### src/tlfs_pkg.sv
// Package for the three-level feedback scheduler.
// Types, constants and state codes shared by controller, datapath and top level.
// No dependencies.
package tlfs_pkg;

	localparam int MAX_PROCS_DEF = 32;
	localparam int ID_W = 5;

	localparam logic [1:0] CFG_Q1 = 2'd0;
	localparam logic [1:0] CFG_Q2 = 2'd1;
	localparam logic [1:0] CFG_Q3 = 2'd2;
	localparam logic [1:0] CFG_BP = 2'd3;

	typedef struct packed {
		logic            kind;
		logic [ID_W-1:0] proc_id;
		logic [15:0]     burst_length;
	} in_item_t;

	typedef struct packed {
		logic            rejected;
		logic            idle;
		logic [ID_W-1:0] ran_id;
		logic [1:0]      ran_level;
		logic            finished;
		logic [15:0]     turnaround;
		logic [15:0]     waiting;
		logic [15:0]     response;
	} out_item_t;

	typedef enum logic [3:0] {
		ST_IDLE,
		ST_ARRIVE,
		ST_REQUEUE,
		ST_MERGE_RD,
		ST_MERGE_WR,
		ST_PICK,
		ST_POP_RD,
		ST_LOAD,
		ST_RUN,
		ST_DONE
	} state_t;

	// controller -> datapath
	typedef struct packed {
		logic arrive;      // write process tables and push level 1
		logic requeue;     // push pending process
		logic merge_rd;    // read head of merge source
		logic merge_wr;    // append merge word to level 1
		logic pick;        // latch highest non-empty level
		logic pop_rd;      // read head of picked level
		logic load;        // take popped id as runner, read its tables
		logic run;         // run one unit and form the result
		logic clr_pend;
	} cmd_t;

	// datapath -> controller
	typedef struct packed {
		logic arr_ok;
		logic pend_req;
		logic pend_shift;
		logic merge_more;  // level 2 or 3 still holds entries
		logic need_pick;   // no runner and some level non-empty
	} stat_t;

endpackage

### src/tlfs_ctrl.sv
// Controller state machine of the three-level feedback scheduler.
// Sequences arrival, requeue, merge, dispatch and run steps; uses tlfs_pkg.
module tlfs_ctrl import tlfs_pkg::*; (
	input  logic      clk,
	input  logic      arst_n,
	input  logic      in_valid,
	input  logic      in_kind,
	input  logic      out_busy,
	input  stat_t     stat,
	output logic      in_ready,
	output cmd_t      cmd
);

	state_t state_q, state_d;

	always_ff @(posedge clk or negedge arst_n) begin
		if (!arst_n) state_q <= ST_IDLE;
		else state_q <= state_d;
	end

	always_comb begin
		state_d = state_q;
		case (state_q)
			ST_IDLE: begin
				if (in_valid && !out_busy) begin
					if (!in_kind) state_d = ST_ARRIVE;
					else if (stat.pend_req) state_d = ST_REQUEUE;
					else if (stat.pend_shift) state_d = ST_MERGE_RD;
					else state_d = ST_PICK;
				end
			end
			ST_ARRIVE:   state_d = ST_IDLE;
			ST_REQUEUE:  state_d = stat.pend_shift ? ST_MERGE_RD : ST_PICK;
			ST_MERGE_RD: state_d = stat.merge_more ? ST_MERGE_WR : ST_PICK;
			ST_MERGE_WR: state_d = ST_MERGE_RD;
			ST_PICK:     state_d = stat.need_pick ? ST_POP_RD : ST_RUN;
			ST_POP_RD:   state_d = ST_LOAD;
			ST_LOAD:     state_d = ST_RUN;
			ST_RUN:      state_d = ST_DONE;
			ST_DONE:     state_d = ST_IDLE;
			default:     state_d = ST_IDLE;
		endcase
	end

	always_comb begin
		cmd = '0;
		in_ready = 1'b0;
		case (state_q)
			ST_IDLE:     in_ready = !out_busy;
			ST_ARRIVE:   cmd.arrive = 1'b1;
			ST_REQUEUE:  cmd.requeue = 1'b1;
			ST_MERGE_RD: cmd.merge_rd = 1'b1;
			ST_MERGE_WR: cmd.merge_wr = 1'b1;
			ST_PICK: begin
				cmd.pick = 1'b1;
				cmd.clr_pend = 1'b1;
			end
			ST_POP_RD:   cmd.pop_rd = 1'b1;
			ST_LOAD:     cmd.load = 1'b1;
			ST_RUN:      cmd.run = 1'b1;
			default:     ;
		endcase
	end

endmodule

### src/tlfs_dp.sv
// Datapath of the three-level feedback scheduler: level queues in one memory,
// per-process tables, runner, timers and result register. Uses tlfs_pkg.
module tlfs_dp import tlfs_pkg::*; (
	input  logic      clk,
	input  logic      arst_n,
	input  logic      cfg_we,
	input  logic [1:0] cfg_idx,
	input  logic [15:0] cfg_data,
	input  logic      accept,
	input  in_item_t  in_item,
	input  cmd_t      cmd,
	output stat_t     stat,
	output logic      res_load,
	output out_item_t res
);

	localparam int MAX_PROCS = MAX_PROCS_DEF;
	localparam int AW = $clog2(MAX_PROCS);
	localparam int CW = $clog2(MAX_PROCS + 1);
	localparam logic [CW-1:0] FULL = CW'(MAX_PROCS);

	// configuration
	logic [7:0] q1_q, q2_q, q3_q;
	logic [15:0] bp_q, bcnt_q;

	// queue memory: level in upper bits
	logic [ID_W-1:0] qmem [3*MAX_PROCS];
	logic [AW-1:0] head_q [3];
	logic [CW-1:0] cnt_q [3];

	// per-process tables
	logic [15:0] rem_mem [MAX_PROCS];
	logic [15:0] tot_mem [MAX_PROCS];
	logic [31:0] arr_mem [MAX_PROCS];
	logic [15:0] resp_mem [MAX_PROCS];
	logic [MAX_PROCS-1:0] busy_q, started_q;

	logic [31:0] time_q;
	logic run_v_q;
	logic [AW-1:0] run_id_q;
	logic [1:0] run_lv_q;
	logic [7:0] slice_q;
	logic pend_req_q, pend_shift_q;
	logic [AW-1:0] pend_id_q;
	logic [1:0] pend_lv_q;
	logic [1:0] pick_q;
	logic [ID_W-1:0] rd_q;
	logic [15:0] rem_q, tot_q, resp_q;
	logic [31:0] arr_q;
	in_item_t item_q;
	out_item_t res_d;

	logic [AW-1:0] aid;
	assign aid = item_q.proc_id[AW-1:0];
	logic id_ok;
	assign id_ok = (32'(item_q.proc_id) < MAX_PROCS);
	assign stat.arr_ok = id_ok && (item_q.burst_length != 16'd0) && !busy_q[aid];
	assign stat.pend_req = pend_req_q;
	assign stat.pend_shift = pend_shift_q;
	assign stat.merge_more = (cnt_q[1] != '0) || (cnt_q[2] != '0);
	assign stat.need_pick = !run_v_q &&
		((cnt_q[0] != '0) || (cnt_q[1] != '0) || (cnt_q[2] != '0));

	// merge source: level 2 first
	logic [1:0] msrc;
	assign msrc = (cnt_q[1] != '0) ? 2'd1 : 2'd2;

	function automatic logic [AW+1:0] qaddr(input logic [1:0] lv, input logic [AW-1:0] off);
		qaddr = (AW+2)'(lv) * (AW+2)'(MAX_PROCS) + (AW+2)'(off);
	endfunction

	function automatic logic [AW-1:0] wrap(input logic [AW-1:0] h, input logic [CW-1:0] c);
		logic [CW:0] s;
		s = (CW+1)'(h) + (CW+1)'(c);
		if (s >= (CW+1)'(MAX_PROCS)) s = s - (CW+1)'(MAX_PROCS);
		wrap = s[AW-1:0];
	endfunction

	function automatic logic [15:0] sat16(input logic [31:0] v);
		sat16 = (v > 32'd65535) ? 16'hFFFF : v[15:0];
	endfunction

	// push logic
	logic push_en;
	logic [1:0] push_lv;
	logic [ID_W-1:0] push_id;
	always_comb begin
		push_en = 1'b0;
		push_lv = 2'd0;
		push_id = '0;
		if (cmd.arrive && stat.arr_ok) begin
			push_en = 1'b1;
			push_id = item_q.proc_id;
		end else if (cmd.requeue) begin
			push_en = 1'b1;
			push_lv = pend_lv_q - 2'd1;
			push_id = ID_W'(pend_id_q);
		end else if (cmd.merge_wr) begin
			push_en = 1'b1;
			push_id = rd_q;
		end
	end

	logic boost;
	assign boost = (bcnt_q <= 16'd1);
	logic [15:0] rem_dec;
	assign rem_dec = rem_q - 16'd1;
	logic [7:0] qsel, qeff;
	always_comb begin
		case (run_lv_q)
			2'd1: qsel = q1_q;
			2'd2: qsel = q2_q;
			default: qsel = q3_q;
		endcase
		qeff = (qsel == 8'd0) ? 8'd1 : qsel;
	end
	logic [31:0] tnext, ta;
	assign tnext = time_q + 32'd1;
	assign ta = tnext - arr_q;

	// result of the current step
	always_comb begin
		res_d = '0;
		if (cmd.run) begin
			res_d.idle = !run_v_q;
			if (run_v_q) begin
				res_d.ran_id = ID_W'(run_id_q);
				res_d.ran_level = run_lv_q;
				if (rem_dec == 16'd0) begin
					res_d.finished = 1'b1;
					res_d.turnaround = sat16(ta);
					res_d.waiting = (ta > 32'(tot_q)) ? sat16(ta - 32'(tot_q)) : 16'd0;
					res_d.response = resp_q;
				end
			end
		end else begin
			res_d.rejected = !stat.arr_ok;
		end
	end

	assign res_load = cmd.arrive || cmd.run;

	always_ff @(posedge clk) begin
		if (accept) item_q <= in_item;
		if (push_en)
			qmem[qaddr(push_lv, wrap(head_q[push_lv], cnt_q[push_lv]))] <= push_id;
		if (cmd.merge_rd) rd_q <= qmem[qaddr(msrc, head_q[msrc])];
		if (cmd.pop_rd) rd_q <= qmem[qaddr(pick_q, head_q[pick_q])];
		if (cmd.arrive && stat.arr_ok) begin
			tot_mem[aid] <= item_q.burst_length;
			arr_mem[aid] <= time_q;
		end
		if (cmd.load) begin
			tot_q <= tot_mem[rd_q[AW-1:0]];
			arr_q <= arr_mem[rd_q[AW-1:0]];
			// first dispatch: response is formed here, not read back
			resp_q <= started_q[rd_q[AW-1:0]] ? resp_mem[rd_q[AW-1:0]] :
				sat16(time_q - arr_mem[rd_q[AW-1:0]]);
			rem_q <= rem_mem[rd_q[AW-1:0]];
		end
		if (cmd.run && run_v_q) rem_q <= rem_dec;
		if (cmd.arrive && stat.arr_ok) rem_mem[aid] <= item_q.burst_length;
		else if (cmd.run && run_v_q) rem_mem[run_id_q] <= rem_dec;
		if (cmd.load && !started_q[rd_q[AW-1:0]])
			resp_mem[rd_q[AW-1:0]] <= sat16(time_q - arr_mem[rd_q[AW-1:0]]);
		if (cmd.run || cmd.arrive) res <= res_d;
	end

	// control registers
	always_ff @(posedge clk or negedge arst_n) begin
		if (!arst_n) begin
			q1_q <= 8'd4; q2_q <= 8'd8; q3_q <= 8'd16;
			bp_q <= 16'd64; bcnt_q <= 16'd64;
			for (int i = 0; i < 3; i++) begin
				head_q[i] <= '0;
				cnt_q[i] <= '0;
			end
			busy_q <= '0; started_q <= '0;
			time_q <= '0; run_v_q <= 1'b0; run_id_q <= '0; run_lv_q <= '0;
			slice_q <= '0; pend_req_q <= 1'b0; pend_shift_q <= 1'b0;
			pend_id_q <= '0; pend_lv_q <= '0; pick_q <= '0;
		end else begin
			if (cfg_we) begin
				case (cfg_idx)
					CFG_Q1: q1_q <= cfg_data[7:0];
					CFG_Q2: q2_q <= cfg_data[7:0];
					CFG_Q3: q3_q <= cfg_data[7:0];
					CFG_BP: begin
						bp_q <= cfg_data;
						bcnt_q <= cfg_data;
					end
					default: ;
				endcase
			end
			if (push_en && cnt_q[push_lv] != FULL)
				cnt_q[push_lv] <= cnt_q[push_lv] + CW'(1);
			if (cmd.arrive && stat.arr_ok) begin
				busy_q[aid] <= 1'b1;
				started_q[aid] <= 1'b0;
			end
			if (cmd.merge_rd && stat.merge_more) begin
				head_q[msrc] <= wrap(head_q[msrc], CW'(1));
				cnt_q[msrc] <= cnt_q[msrc] - CW'(1);
			end
			if (cmd.clr_pend) begin
				pend_req_q <= 1'b0;
				pend_shift_q <= 1'b0;
			end
			if (cmd.pick) begin
				pick_q <= (cnt_q[0] != '0) ? 2'd0 : (cnt_q[1] != '0) ? 2'd1 : 2'd2;
			end
			if (cmd.pop_rd) begin
				head_q[pick_q] <= wrap(head_q[pick_q], CW'(1));
				cnt_q[pick_q] <= cnt_q[pick_q] - CW'(1);
			end
			if (cmd.load) begin
				run_v_q <= 1'b1;
				run_id_q <= rd_q[AW-1:0];
				run_lv_q <= pick_q + 2'd1;
				slice_q <= '0;
				started_q[rd_q[AW-1:0]] <= 1'b1;
			end
			if (cmd.run) begin
				time_q <= tnext;
				bcnt_q <= boost ? ((bp_q == 16'd0) ? 16'd1 : bp_q) : bcnt_q - 16'd1;
				if (run_v_q) begin
					slice_q <= slice_q + 8'd1;
					if (rem_dec == 16'd0) begin
						busy_q[run_id_q] <= 1'b0;
						run_v_q <= 1'b0;
						pend_shift_q <= boost;
					end else if (boost) begin
						pend_req_q <= 1'b1;
						pend_shift_q <= 1'b1;
						pend_id_q <= run_id_q;
						pend_lv_q <= (run_lv_q > 2'd1) ? run_lv_q - 2'd1 : 2'd1;
						run_v_q <= 1'b0;
					end else if (9'(slice_q) + 9'd1 >= 9'(qeff)) begin
						pend_req_q <= 1'b1;
						pend_id_q <= run_id_q;
						pend_lv_q <= (run_lv_q < 2'd3) ? run_lv_q + 2'd1 : 2'd3;
						run_v_q <= 1'b0;
					end
				end
			end
		end
	end

endmodule

### src/three_level_feedback_scheduler_unit.sv
// Three-level feedback scheduler, top level. Depends on tlfs_pkg, tlfs_ctrl, tlfs_dp.
// An arrival passes through ARRIVE; a tick passes through PICK, RUN and DONE, preceded by
// REQUEUE for a requeue and by MERGE_RD/MERGE_WR steps for a level merge, with POP_RD
// and LOAD between PICK and RUN for a dispatch. One request is in work at a time; the
// next is taken once the result has left.
// Reset (arst_n low): queues empty, no runner, time zero, registers at defaults.
module three_level_feedback_scheduler_unit import tlfs_pkg::*; (
	input  logic       clk,
	input  logic       arst_n,
	input  logic       in_valid,
	output logic       in_stall,
	input  in_item_t   in_data,
	output logic       out_valid,
	input  logic       out_stall,
	output out_item_t  out_data,
	input  logic       cfg_we,
	input  logic [1:0] cfg_index,
	input  logic [15:0] cfg_data
);

	cmd_t cmd;
	stat_t stat;
	logic in_ready, res_load, accept;
	out_item_t res;

	assign in_stall = !in_ready;
	assign accept = in_valid && in_ready;

	tlfs_ctrl u_ctrl (
		.clk, .arst_n, .in_valid, .in_kind(in_data.kind),
		.out_busy(out_valid), .stat, .in_ready, .cmd
	);

	tlfs_dp u_dp (
		.clk, .arst_n, .cfg_we, .cfg_idx(cfg_index), .cfg_data,
		.accept, .in_item(in_data), .cmd, .stat, .res_load, .res
	);

	always_ff @(posedge clk or negedge arst_n) begin
		if (!arst_n) out_valid <= 1'b0;
		else if (res_load) out_valid <= 1'b1;
		else if (!out_stall) out_valid <= 1'b0;
	end
	assign out_data = res;

endmodule
### config.mk
export PLATFORM = sky130hd
export DESIGN_NAME = three_level_feedback_scheduler_unit
export DESIGN_NICKNAME = d
export VERILOG_FILES = /design/src/tlfs_pkg.sv /design/src/tlfs_ctrl.sv /design/src/tlfs_dp.sv /design/src/three_level_feedback_scheduler_unit.sv
export SDC_FILE = /design/constraint.sdc
export NUM_CORES = 2
export LEC_CHECK = 0
export ABC_CLOCK_PERIOD_IN_PS = 9600
export BUFFER_PORTS_ARGS = -buffer_cell sky130_fd_sc_hd__buf_4
export CAP_MARGIN = 25
export CORE_MARGIN = 1.5
export CORE_UTILIZATION = 30
export DETAILED_ROUTE_END_ITERATION = 10
export GPL_ROUTABILITY_DRIVEN = 0
export GPL_TIMING_DRIVEN = 0
export SLEW_MARGIN = 20
export SYNTH_ARGS = -nofsm -noshare
export SYNTH_HDL_FRONTEND = slang
export SYNTH_SLANG_ARGS = --single-unit
### constraint.sdc
create_clock -name clk -period 9.6 [get_ports clk]
set_input_delay 0.96 -clock clk [delete_from_list [all_inputs] [get_ports clk]]
set_output_delay 0.96 -clock clk [all_outputs]
set_load 0.03 [all_outputs]
==> impl_results.md <==
* Synthesis-to-finish area growth at 17.91%
* Design Area, Final at 168400 um^2
* I/O pins at 105
* Seq/Total Area, Yosys at 0.7124
* Synth area leaders: edfxtp_1 67%, mux4_2 12%, dfrtp_1 3.7%, nand2_1 1.6%, mux2i_1 1.5%
* CP Capture Type: register
* Peak supply drop at 0.0001562 V
* Final setup viols at 0
* CTS clk-pin slew, worst paths at 0.06 ns
* Post-synthesis cell type count at 93
* Crit path max-delay cell type: mux4_2
* DR iter-0 viols at 13100
* ANT nets after route at 0
* Die area at 480200 um^2
* Hold Path Stages at 1
* Leading cell type by number of instances after synthesis: edfxtp_1
* Met2 usage at 0.2745
* CTS tree: yes
* CP cell instances: buf_2 -> buf_2 -> buf_2 -> buf_2 -> buf_2 -> mux4_2 -> mux4_2 -> mux2i_1 -> inv_1 -> fa_1 -> nor2b_1 -> o21a_1 -> o21ai_1 -> a211oi_2 -> o2111ai_1 -> a211oi_1 -> o22ai_1 -> xnor2_1 -> nor4_4 -> buf_12 -> clkbuf_1 -> nand4_1 -> buf_8 -> buf_6
* Tmin final at 9.024 ns
* I/O Buffers at 104
* Async set-reset flop share out of synthesis at 0.06334
* Worst path arrival time at 9.72 ns
* Top cell type's share of synthesized area at 0.6737
* DRC violations left at 0
* EDFF count, synth at 3204
* Final Hold Fails at 0
* Core Area at 474500 um^2
* Clock tree buffer depth at 4
* Share of cells above drive strength 1 at 0.2204
* Net Count, Synth at 8371
* Crit share post-route at 0.9400
* Initial Util at 0.3010
* YS warnings at 0
* Final Slew Violations at 0
* Lkg Pwr at 0.05481 uW
* Synth Register Bits at 3426
* Worst min path class: in2reg
* Nets@finish at 9104
* Area of the mapped netlist at 142800 um^2
* Crit path max fanout at 16
* Cts bufs inserted at 346
* Num rows at 253
* Placed cell area at 156900 um^2
* Synth Instances at 8212
* CTS root buf: clkbuf_16
* Busiest grt layer: met2
* Routed WL per cell at 29.37 um
* Met1 Use GR at 0.2518
* Die Y at 693.0 um
* Status: complete, no violations
* Largest net degree at the start of global routing at 101
* Hpwl dp at 318200 um
* Setup TNS at 0 ns
* Global-route wire length before repair at 633400 um
* Critical path required time at 10.29 ns
* Top_reg_cell synth: edfxtp_1
* # clock sinks at 3426
* Vias in the first global route at 84100
* Area leader, netlist: edfxtp_1
* DR vias/cell at 5.556
* R2r worst-path depth at 24
* Gr usage total at 0.1828
* Worst-Skew Late Latency at 0.99 ns
* Slew margin rel. at 0.1817
* Kind of critical path: reg2reg
* Routing usage on met3 at 0.04804
* Peak per-stage delay on the critical path at 0.61 ns
* H-Tree Depth at 5
* Max Clock Skew at 0.07666 ns
* Number of max-cap violations at 0
* Hold Slack at 0.1424 ns
* Most used cell, CP: buf_2
* Worst-Margin Slew at 1.223 ns
* Fmax at 0.1108 GHz
* Startpoint Class: register
* DR vias at 86030
* First-pass DRT Iterations at 8
* RSZ-0062 raised after global routing: no
* Initial antenna violation count at 28
* Post-Route WL at 454800 um
* Pwr Density at 232.3 nW/um^2
* Chip width at 693.0 um
* Commonest cells in the netlist: 3204 x edfxtp_1, 757 x mux4_2, 610 x nand2_1, 433 x nor2_1, 320 x clkbuf_1
* Global route overflow at 0
* Syn_area_per_cell at 17.39 um^2
[final timing paths]
check                                          from                             end  slack, ns
hold reg to reg            u_dp.bp_q[0]$_DFFE_PN0P_        u_dp.bp_q[0]$_DFFE_PN0P_       0.50
min in group asynchronous                    arst_n           out_valid$_DFFE_PN0P_       0.49
hold / removal                           in_data[8]        u_dp.item_q[8]$_DFFE_PP_       0.14
max in group asynchronous                    arst_n        u_dp.q2_q[3]$_DFFE_PN1P_       7.97
setup / recovery                           register  u_dp.resp_mem[30][7]$_DFFE_PP_       0.58
setup reg to reg                           register  u_dp.resp_mem[30][7]$_DFFE_PP_       0.58
[layer usage]
metal / up-vias / share of wire
li1: 34450 / -
met1: 44670 / 0.39
met2: 5773 / 0.44
met3: 1121 / 0.12
met4: 20 / 0.049
met5: - / 0.00044
[cell usage in the layout (no fill, tap or decap), drive strengths merged, types with 16 or more instances in the layout]
| master | instances |
|---|---|
| a211o | 42 |
| a211oi | 191 |
| a21o | 50 |
| a21oi | 217 |
| a22oi | 138 |
| a2bb2oi | 19 |
| a311oi | 30 |
| a31oi | 80 |
| a32oi | 25 |
| and2 | 31 |
| and3 | 57 |
| buf | 532 |
| bufinv | 26 |
| clkbuf | 762 |
| clkinv | 141 |
| clkinvlp | 16 |
| dfrtp | 212 |
| edfxtp | 3204 |
| ha | 110 |
| inv | 156 |
| mux2 | 77 |
| mux2i | 220 |
| mux4 | 757 |
| nand2 | 610 |
| nand2b | 28 |
| nand3 | 160 |
| nand4 | 82 |
| nor2 | 433 |
| nor2b | 123 |
| nor3 | 48 |
| nor4 | 27 |
| o211ai | 54 |
| o21ai | 186 |
| o31a | 18 |
| or2 | 17 |
| xnor2 | 94 |
| xor2 | 81 |
[final cells by class]
class,count,area (um^2)
well taps,6247,7816
fillers,43680,306100
repair buffers,385,5679
inverters,147,566.8
clock buffers,438,9160
multi-input cells,4166,39470
flip-flops and latches,3426,101800
plain buffers,473,1979
clock inverters,192,1933
diodes,11,27.53
[timing repair]
action / in CTS / in global routing
pin swaps: 4 / 1
setup buffers: 12 / 2
hold buffers: 1 / 0
hold endpoints to repair: 46 / 0
gates resized for setup: 3 / 11
endpoints found under the setup margin: 398 / 156
[stage by stage]
step | setup WS, ns | util | power [uW] | cells
2_1_floorplan | 2.562 | - | 22170 | 8212
3_3_place_gp | -2.280 | 0.3191 | 25270 | 14560
3_5_place_dp | -0.6808 | 0.3306 | 25680 | 14810
4_1_cts | 0.1397 | 0.3543 | 38960 | 15460
5_1_grt | 0.03205 | 0.3548 | 40030 | 15480
6_report | 0.5760 | 0.3549 | 39120 | 15490
[sequential cells by signal, indices dropped and copies added (netlist names), 15 cells and up, named ones only]
| register | cells |
|---|---|
| u_dp.time_q | 32 |
| u_dp.arr_q | 32 |
| u_dp.resp_q | 16 |
| u_dp.arr_mem | 1024 |
| u_dp.resp_mem | 512 |
| u_dp.cnt_q | 18 |
| u_dp.busy_q | 32 |
| u_dp.bcnt_q | 16 |
| u_dp.bp_q | 16 |
| u_dp.qmem | 480 |
| u_dp.rem_q | 16 |
| u_dp.res | 58 |
| u_dp.started_q | 32 |
| u_dp.tot_mem | 512 |
| u_dp.head_q | 15 |
| u_dp.item_q | 16 |
| u_dp.tot_q | 16 |
| u_dp.rem_mem | 512 |
[worst max-delay path, delay by kind of cell (launching register included)]
family / cells / cell delay (ns)
buffers and inverters: 10 / 3.77
multiplexers: 3 / 1.56
AO/OA/AOI/OAI: 6 / 1.44
AND/OR/NAND/NOR: 3 / 0.91
adder cells (fa/ha/maj): 1 / 0.51
flip-flops: 1 / 0.30
XOR/XNOR: 1 / 0.18
[power breakdown]
part | switching (uW) | internal (uW)
Sequential | 383 | 17400
Clock | 5920 | 7510
Combinational | 5390 | 2550
[kinds of logic after synthesis]
kind of cell | synth area share
buf+inv | 0.01696
compound gates | 0.05502
mux | 0.1409
flops | 0.7124
simple gates | 0.05381
xor+xnor | 0.01073
fa+ha+maj | 0.01020
Power figures use the tool's default switching activity.
